`config.mk`:
```
export PLATFORM = sky130hd
export DESIGN_NAME = coil_pulse_switch_driver_top
export DESIGN_NICKNAME = d
export VERILOG_FILES = /design/src/design/cpsd_pkg.sv /design/src/design/coil_pulse_switch_driver_top.sv
export SDC_FILE = /design/constraint.sdc
export NUM_CORES = 1
export LEC_CHECK = 0
export BUFFER_PORTS_ARGS = -buffer_cell sky130_fd_sc_hd__buf_2
export CORE_UTILIZATION = 55
export DETAILED_ROUTE_END_ITERATION = 6
export GPL_TIMING_DRIVEN = 0
export PLACE_DENSITY = 0.87
export SYNTH_ARGS = -nofsm -noshare
export SYNTH_HDL_FRONTEND = slang
export SYNTH_SLANG_ARGS = --single-unit
```
`constraint.sdc`:
```
create_clock -name clk -period 2.25 [get_ports clk]
set_input_delay 0.675 -clock clk [delete_from_list [all_inputs] [get_ports clk]]
set_output_delay 0.675 -clock clk [all_outputs]
set_load 0.005 [all_outputs]
```
`src/design/cpsd_pkg.sv`:
```
// ----------------------------------------------------------------------------
// cpsd_pkg
// shared constants, types and bit-mapping functions of the coil pulse driver
// ----------------------------------------------------------------------------
`default_nettype none

package cpsd_pkg;

    localparam int NUM_DEVICES = 4;
    localparam int DEV_W       = 2;
    localparam int PORT_W      = 8;
    localparam int TICK_W      = 8;
    localparam int POS_W       = 2;
    localparam int CFG_IDX_W   = 3;
    localparam int CFG_DATA_W  = 8;

    localparam logic             OP_CMD  = 1'b0;
    localparam logic             OP_TICK = 1'b1;

    localparam logic             MODE_SWITCH = 1'b0;
    localparam logic             MODE_RELAY  = 1'b1;

    localparam logic [POS_W-1:0] POS_UNKNOWN = 2'd2;

    localparam logic [PORT_W-1:0] TOP_BIT = 8'h80;
    localparam logic [PORT_W-1:0] LOW_BIT = 8'h01;

    localparam logic [CFG_IDX_W-1:0] REG_HOLD0       = 3'd0;
    localparam logic [CFG_IDX_W-1:0] REG_HOLD1       = 3'd1;
    localparam logic [CFG_IDX_W-1:0] REG_HOLD2       = 3'd2;
    localparam logic [CFG_IDX_W-1:0] REG_HOLD3       = 3'd3;
    localparam logic [CFG_IDX_W-1:0] REG_ALWAYS_FIRE = 3'd4;
    localparam logic [CFG_IDX_W-1:0] REG_BOARD_MODE  = 3'd5;

    typedef logic [PORT_W-1:0] port_t;
    typedef logic [TICK_W-1:0] ticks_t;
    typedef logic [POS_W-1:0]  pos_t;

    typedef struct packed {
        port_t coil_outputs;
        logic  activity_pulse;
    } result_t;

    // both coil bits of a device in the given board mode
    function automatic port_t pair_mask(input logic mode, input logic [DEV_W-1:0] dev);
        logic [3:0] sh;
        sh = {1'b0, dev, 1'b0};
        if (mode == MODE_SWITCH)
        begin
            return (TOP_BIT >> sh) | (TOP_BIT >> (sh + 4'd1));
        end
        return (LOW_BIT << sh) | (LOW_BIT << (sh + 4'd1));
    endfunction

    // bit of one coil of a device in the given board mode
    function automatic port_t coil_bit(input logic mode, input logic [DEV_W-1:0] dev,
                                       input logic gate);
        logic [3:0] sh;
        sh = {1'b0, dev, 1'b0};
        if (mode == MODE_SWITCH)
        begin
            return TOP_BIT >> (sh + {3'd0, gate});
        end
        return LOW_BIT << (sh + 4'd1 - {3'd0, gate});
    endfunction

endpackage

`default_nettype wire

```
`src/design/coil_pulse_switch_driver_top.sv`:
```
// ----------------------------------------------------------------------------
// coil_pulse_switch_driver_top
// timed pulse driver for four two-coil devices sharing one 8-bit port
// ----------------------------------------------------------------------------
// usage:
//   input channel (in_valid/in_stall) carries either a command (op = 0) with
//   device_index, coil_select and activate, or a 20 ms tick (op = 1).
//   every accepted item yields exactly one result on the output channel
//   (out_valid/out_stall): the port image after the item and activity_pulse,
//   set when a command fired a coil.
//   results are registered: one is valid in the cycle after its transfer
//   when the output register is free. throughput is one item per cycle
//   while in_stall is low; all four countdowns update in parallel per item.
//   an output register plus one skid register absorb a stalled receiver;
//   in_stall rises only once both hold a result, so one more item is taken
//   while the receiver stalls. configuration (cfg_wr_en/cfg_index/cfg_data)
//   is for the user to write only while idle; the block does not enforce it.
//   reset clears hold times, mode bits, countdowns and the port image, sets
//   every coil position to unknown and empties the output stages.
// ----------------------------------------------------------------------------
`default_nettype none

module coil_pulse_switch_driver_top
(
    input  wire logic                               clk,
    input  wire logic                               rst_n,
    input  wire logic                               cfg_wr_en,
    input  wire logic [cpsd_pkg::CFG_IDX_W-1:0]     cfg_index,
    input  wire logic [cpsd_pkg::CFG_DATA_W-1:0]    cfg_data,
    input  wire logic                               in_valid,
    output logic                                    in_stall,
    input  wire logic                               op,
    input  wire logic [cpsd_pkg::DEV_W-1:0]         device_index,
    input  wire logic                               coil_select,
    input  wire logic                               activate,
    output logic                                    out_valid,
    input  wire logic                               out_stall,
    output logic [cpsd_pkg::PORT_W-1:0]             coil_outputs,
    output logic                                    activity_pulse
);

    cpsd_pkg::ticks_t  hold_reg      [cpsd_pkg::NUM_DEVICES];
    logic              always_fire_reg;
    logic              board_mode_reg;

    cpsd_pkg::pos_t    pos_reg       [cpsd_pkg::NUM_DEVICES];
    cpsd_pkg::pos_t    pos_next      [cpsd_pkg::NUM_DEVICES];
    cpsd_pkg::ticks_t  remain_reg    [cpsd_pkg::NUM_DEVICES];
    cpsd_pkg::ticks_t  remain_next   [cpsd_pkg::NUM_DEVICES];
    cpsd_pkg::port_t   image_reg;
    cpsd_pkg::port_t   image_next;

    cpsd_pkg::result_t res_next;
    cpsd_pkg::result_t out_reg;
    cpsd_pkg::result_t skid_reg;
    logic              out_valid_reg;
    logic              skid_valid_reg;

    logic              in_fire;
    logic              out_fire;
    logic              fire_cmd;
    cpsd_pkg::port_t   clear_mask;

    assign in_stall       = skid_valid_reg;
    assign in_fire        = in_valid && !skid_valid_reg;
    assign out_fire       = out_valid_reg && !out_stall;
    assign out_valid      = out_valid_reg;
    assign coil_outputs   = out_reg.coil_outputs;
    assign activity_pulse = out_reg.activity_pulse;

    assign fire_cmd = (op == cpsd_pkg::OP_CMD) && activate
                      && (int'(device_index) < cpsd_pkg::NUM_DEVICES)
                      && ((pos_reg[device_index] != {1'b0, coil_select}) || always_fire_reg);

    // item evaluation
    always_comb
    begin
        image_next = image_reg;
        clear_mask = '0;
        for (int i = 0; i < cpsd_pkg::NUM_DEVICES; i++)
        begin
            pos_next[i]    = pos_reg[i];
            remain_next[i] = remain_reg[i];
        end
        if (op == cpsd_pkg::OP_TICK)
        begin
            for (int i = 0; i < cpsd_pkg::NUM_DEVICES; i++)
            begin
                if (remain_reg[i] != '0)
                begin
                    remain_next[i] = remain_reg[i] - 1'b1;
                    if (remain_reg[i] == cpsd_pkg::ticks_t'(1))
                    begin
                        clear_mask = clear_mask
                                     | cpsd_pkg::pair_mask(board_mode_reg,
                                                           cpsd_pkg::DEV_W'(i));
                    end
                end
            end
            image_next = image_reg & ~clear_mask;
        end
        else if (fire_cmd)
        begin
            pos_next[device_index]    = {1'b0, coil_select};
            remain_next[device_index] = hold_reg[device_index];
            image_next = (image_reg & ~cpsd_pkg::pair_mask(board_mode_reg, device_index))
                         | cpsd_pkg::coil_bit(board_mode_reg, device_index, coil_select);
        end
        res_next.coil_outputs   = image_next;
        res_next.activity_pulse = fire_cmd;
    end

    // configuration registers
    always_ff @(posedge clk or negedge rst_n)
    begin
        if (!rst_n)
        begin
            for (int i = 0; i < cpsd_pkg::NUM_DEVICES; i++)
            begin
                hold_reg[i] <= '0;
            end
            always_fire_reg <= 1'b0;
            board_mode_reg  <= cpsd_pkg::MODE_SWITCH;
        end
        else if (cfg_wr_en)
        begin
            case (cfg_index) inside
                cpsd_pkg::REG_HOLD0, cpsd_pkg::REG_HOLD1,
                cpsd_pkg::REG_HOLD2, cpsd_pkg::REG_HOLD3:
                begin
                    if (int'(cfg_index) < cpsd_pkg::NUM_DEVICES)
                    begin
                        hold_reg[cfg_index[cpsd_pkg::DEV_W-1:0]] <= cfg_data;
                    end
                end
                cpsd_pkg::REG_ALWAYS_FIRE:
                begin
                    always_fire_reg <= cfg_data[0];
                end
                cpsd_pkg::REG_BOARD_MODE:
                begin
                    board_mode_reg <= cfg_data[0];
                end
                default:
                begin
                end
            endcase
        end
    end

    // device state
    always_ff @(posedge clk or negedge rst_n)
    begin
        if (!rst_n)
        begin
            for (int i = 0; i < cpsd_pkg::NUM_DEVICES; i++)
            begin
                pos_reg[i]    <= cpsd_pkg::POS_UNKNOWN;
                remain_reg[i] <= '0;
            end
            image_reg <= '0;
        end
        else if (in_fire)
        begin
            for (int i = 0; i < cpsd_pkg::NUM_DEVICES; i++)
            begin
                pos_reg[i]    <= pos_next[i];
                remain_reg[i] <= remain_next[i];
            end
            image_reg <= image_next;
        end
    end

    // output register and skid stage
    always_ff @(posedge clk or negedge rst_n)
    begin
        if (!rst_n)
        begin
            out_valid_reg  <= 1'b0;
            skid_valid_reg <= 1'b0;
        end
        else if (in_fire)
        begin
            if (!out_valid_reg || out_fire)
            begin
                out_valid_reg <= 1'b1;
            end
            else
            begin
                skid_valid_reg <= 1'b1;
            end
        end
        else if (out_fire)
        begin
            out_valid_reg  <= skid_valid_reg;
            skid_valid_reg <= 1'b0;
        end
    end

    always_ff @(posedge clk)
    begin
        if (in_fire)
        begin
            if (!out_valid_reg || out_fire)
            begin
                out_reg <= res_next;
            end
            else
            begin
                skid_reg <= res_next;
            end
        end
        else if (out_fire && skid_valid_reg)
        begin
            out_reg <= skid_reg;
        end
    end

endmodule

`default_nettype wire

```
==> run metrics <==
DRT iter0 DRCs roughly 460; met1 GRT Util around 40%; io pins 32; synth top area cells dfrtp_1, edfxtp_1, mux2_2; DR vias/cell 6.46; Pins Over Slew Limit 0; antenna violations before repair 0; Clock Latency Late Sink 0.37 ns; Peak VDD IR 0.534 mV; CP max FO 8; first-pass GRT wire length 23,300 um; crit path launch in_stall$_DFFE_PN0P_; register area between 2000 and 3000 um2; WS Path Type reg -> reg; startpoint types register; share of post-route cells with drive strength above 1 23.5%; Synth async-reset ratio between 80 and 90%; top_reg_cell synth dfrtp_1; Worst Skew 0.0135 ns; hold_buf cts 0; CTS tree yes; number of synthesized flops with an enable pin 18; placed cell area roughly 6000 um2; Starting Density 56.8%; routability congestion estimate 0.942; WL/cell roughly 19 um; synthesized area around 5600 um2; post-synthesis sequential area ratio 47.7%; Final Non-Filler Cells 733; Post-Synth XOR/XNOR Area 0.631%; Final Hold Fails 0; multi-input logic area about 2800 um2; via count 4,735; Synth Area in Compound Gates 15.8%; H-tree depth 3; leak pwr about 2.6 nW; min cycle time layout 2.24 ns; Synth Area in Adders 2.71%; Critical R2R Launch in_stall$_DFFE_PN0P_; overall routing resource usage 29.5%; Remaining DRCs 0; Clock Pin Slew Worst Setup and Hold Paths 0.11 ns; PD cells 1010 nW/um2; area grow syn2layout 12.3%; Top Usage Layer GRT met2; Sink Count 102; site row count 36; max cap viols 0; vias in the first global route 4,587; met3 usage 4.79%; First-pass DRT Iterations 5; GR Overflow Total 0; mux cell area share after synthesis about an eighth; final setup violation count 0; n_diodes 0; crit share post-route 99.5%; Synth top area share 36.1%; Mapped Avg Cell Area 10.1 um2; worst hold path class in -> async; post-route cell area 6230 um2; Util after Layout 63.7%; die height about 100 um; Max Freq 0.447 GHz; syn_nets 583; Worst Tran Pin Value 0.768 ns; relative slew slack 48.6%; Clock Tree Root clkbuf_8; post-synth top area cell dfrtp_1; Min Hold Slack 0.210 ns; crit end category register; DRT antenna net count 0; RSZ-0062 raised after global routing true; TritonCTS buffer count 9; Die X just over 100 um; largest family of logic cells by synthesized area simple AND/OR/NAND/NOR gates; WP data required 2.50 ns; simple-gate area share of the yosys netlist 18.2%; GR Util met2 46.8%; Clock Path Buffers 2; Critical Path AT 2.49 ns; Layout Nets 628; placed insts 713; Fill cells 784; yosys warns 0; IO buf count 29; status complete, no violations; Synth Instances 550; final WL approximately 14,000 um; overall die area 10,500 um2; distinct cell type count after synthesis 65; Placeable Area 9770 um2; pin count of the biggest net entering global routing 59; FF+latch count, synth just over 100; HPWL Detailed 10,200 um
-- power breakdown --
group | total, mW | internal (mW) | switching (mW) | leakage (nW)
Combinational | 2.23 | 0.950 | 1.28 | 1.28
Sequential | 2.91 | 2.46 | 0.449 | 1.18
Clock | 1.16 | 0.486 | 0.671 | 0.103
Total | 6.29 | 3.90 | 2.40 | 2.56
-- critical path: stages, from the launching register on --
cell      delay (ns)
dfrtp_1         0.43
nand2b_2        0.34
nor2_1          0.25
o21ai_0         0.18
or2_2           0.37
nor2_1          0.19
mux2_2          0.36
-- Yosys cell counts (all sizes together) (2+ instances only) --
library cell,count
dfrtp,80
nor2,58
nand2,48
mux2,41
o21ai,41
a21oi,32
nand3,19
edfxtp,18
inv,18
mux2i,17
nor3,16
nor2b,15
clkbuf,14
ha,12
o31ai,11
buf,8
o22ai,7
a31oi,6
and3,6
nand2b,6
nand4,6
a221o,5
a22o,4
and2,4
dfstp,4
nand3b,4
o211ai,4
xnor2,4
a221oi,3
nand4b,3
nor4,3
a211o,2
a32oi,2
and3b,2
nor3b,2
o221a,2
o221ai,2
o311ai,2
or2,2
or4,2
-- cell usage in the layout, fill, tap and decap left out, types with 6 or more instances in the layout --
| master | count |
|---|---|
| mux2i_1 | 15 |
| and3_1 | 6 |
| clkbuf_8 | 9 |
| buf_2 | 33 |
| inv_1 | 18 |
| o21ai_0 | 35 |
| nor3_1 | 14 |
| nand3_1 | 19 |
| buf_4 | 6 |
| a21oi_1 | 29 |
| clkbuf_1 | 9 |
| a31oi_1 | 6 |
| nand2_1 | 48 |
| nor2_1 | 52 |
| mux2_2 | 40 |
| dfrtp_1 | 80 |
| o22ai_1 | 7 |
| nor2b_1 | 14 |
| ha_1 | 12 |
| edfxtp_1 | 18 |
| nand4_1 | 6 |
| o31ai_1 | 11 |
-- per-layer routing --
layer / vias up / wire, um / share of wire [%]
met3: 53 / 1140 / 8.0
li1: 2114 / - / -
met2: 266 / 6730 / 47
met5: - / 0 / 0
met4: 0 / 496 / 3.5
met1: 2302 / 5900 / 41
-- logic make-up (layout without fill, tap and decap cells) --
logic type | count (synthesis) | in the layout
DFF | 102 | 102
AOI/OAI and AO/OA | 133 | 133
muxes | 59 | 59
adders and majority gates | 12 | 12
and+or+nand+nor | 199 | 199
buffers and inverters | 41 | 91
xor gates and xnor gates | 4 | 4
-- through the flow --
step | power [mW] | setup WS [ns] | setup TNS [ns]
after detailed placement | 5.01 | -0.557 | -15.60
after global placement | 4.88 | -0.527 | -23.15
final | 6.29 | 0.0117 | 0
after CTS | 6.21 | 0.0273 | 0
after global routing | 6.71 | -0.0144 | -0.0503
after floorplan | 4.36 | -0.00527 | -0.0107
-- final timing paths --
path / to / slack [ns] / depth (start not counted)
setup / recovery: pos_reg[4]$_DFFE_PN0P_ / 0.01 / 6
hold / removal: hold_reg[10]$_DFFE_PN0P_ / 0.21 / 1
setup reg to reg: pos_reg[4]$_DFFE_PN0P_ / 0.01 / 6
hold reg to reg: pos_reg[7]$_DFFE_PN1P_ / 0.49 / 1
max in group asynchronous: pos_reg[7]$_DFFE_PN1P_ / 1.38 / 2
min in group clk: pos_reg[7]$_DFFE_PN1P_ / 0.49 / 1
-- repair_timing --
| action | in CTS | in global routing |
|---|---|---|
| pin swaps | 3 | 1 |
| gates resized for setup | 6 | 16 |
| endpoints found under the setup margin | 27 | 35 |
| setup buffers | 4 | 1 |
| hold endpoints to repair | 0 | 0 |
-- layout make-up --
class,count,area share [%]
tap,133,2.67
timing repair buffer,35,3.41
clock inverter,6,0.783
inverter,19,1.16
sequential,102,42.5
buffer,21,1.83
clock buffer,10,2.39
multi-input combinational,407,45.3
(Power assumes the default switching activity.)
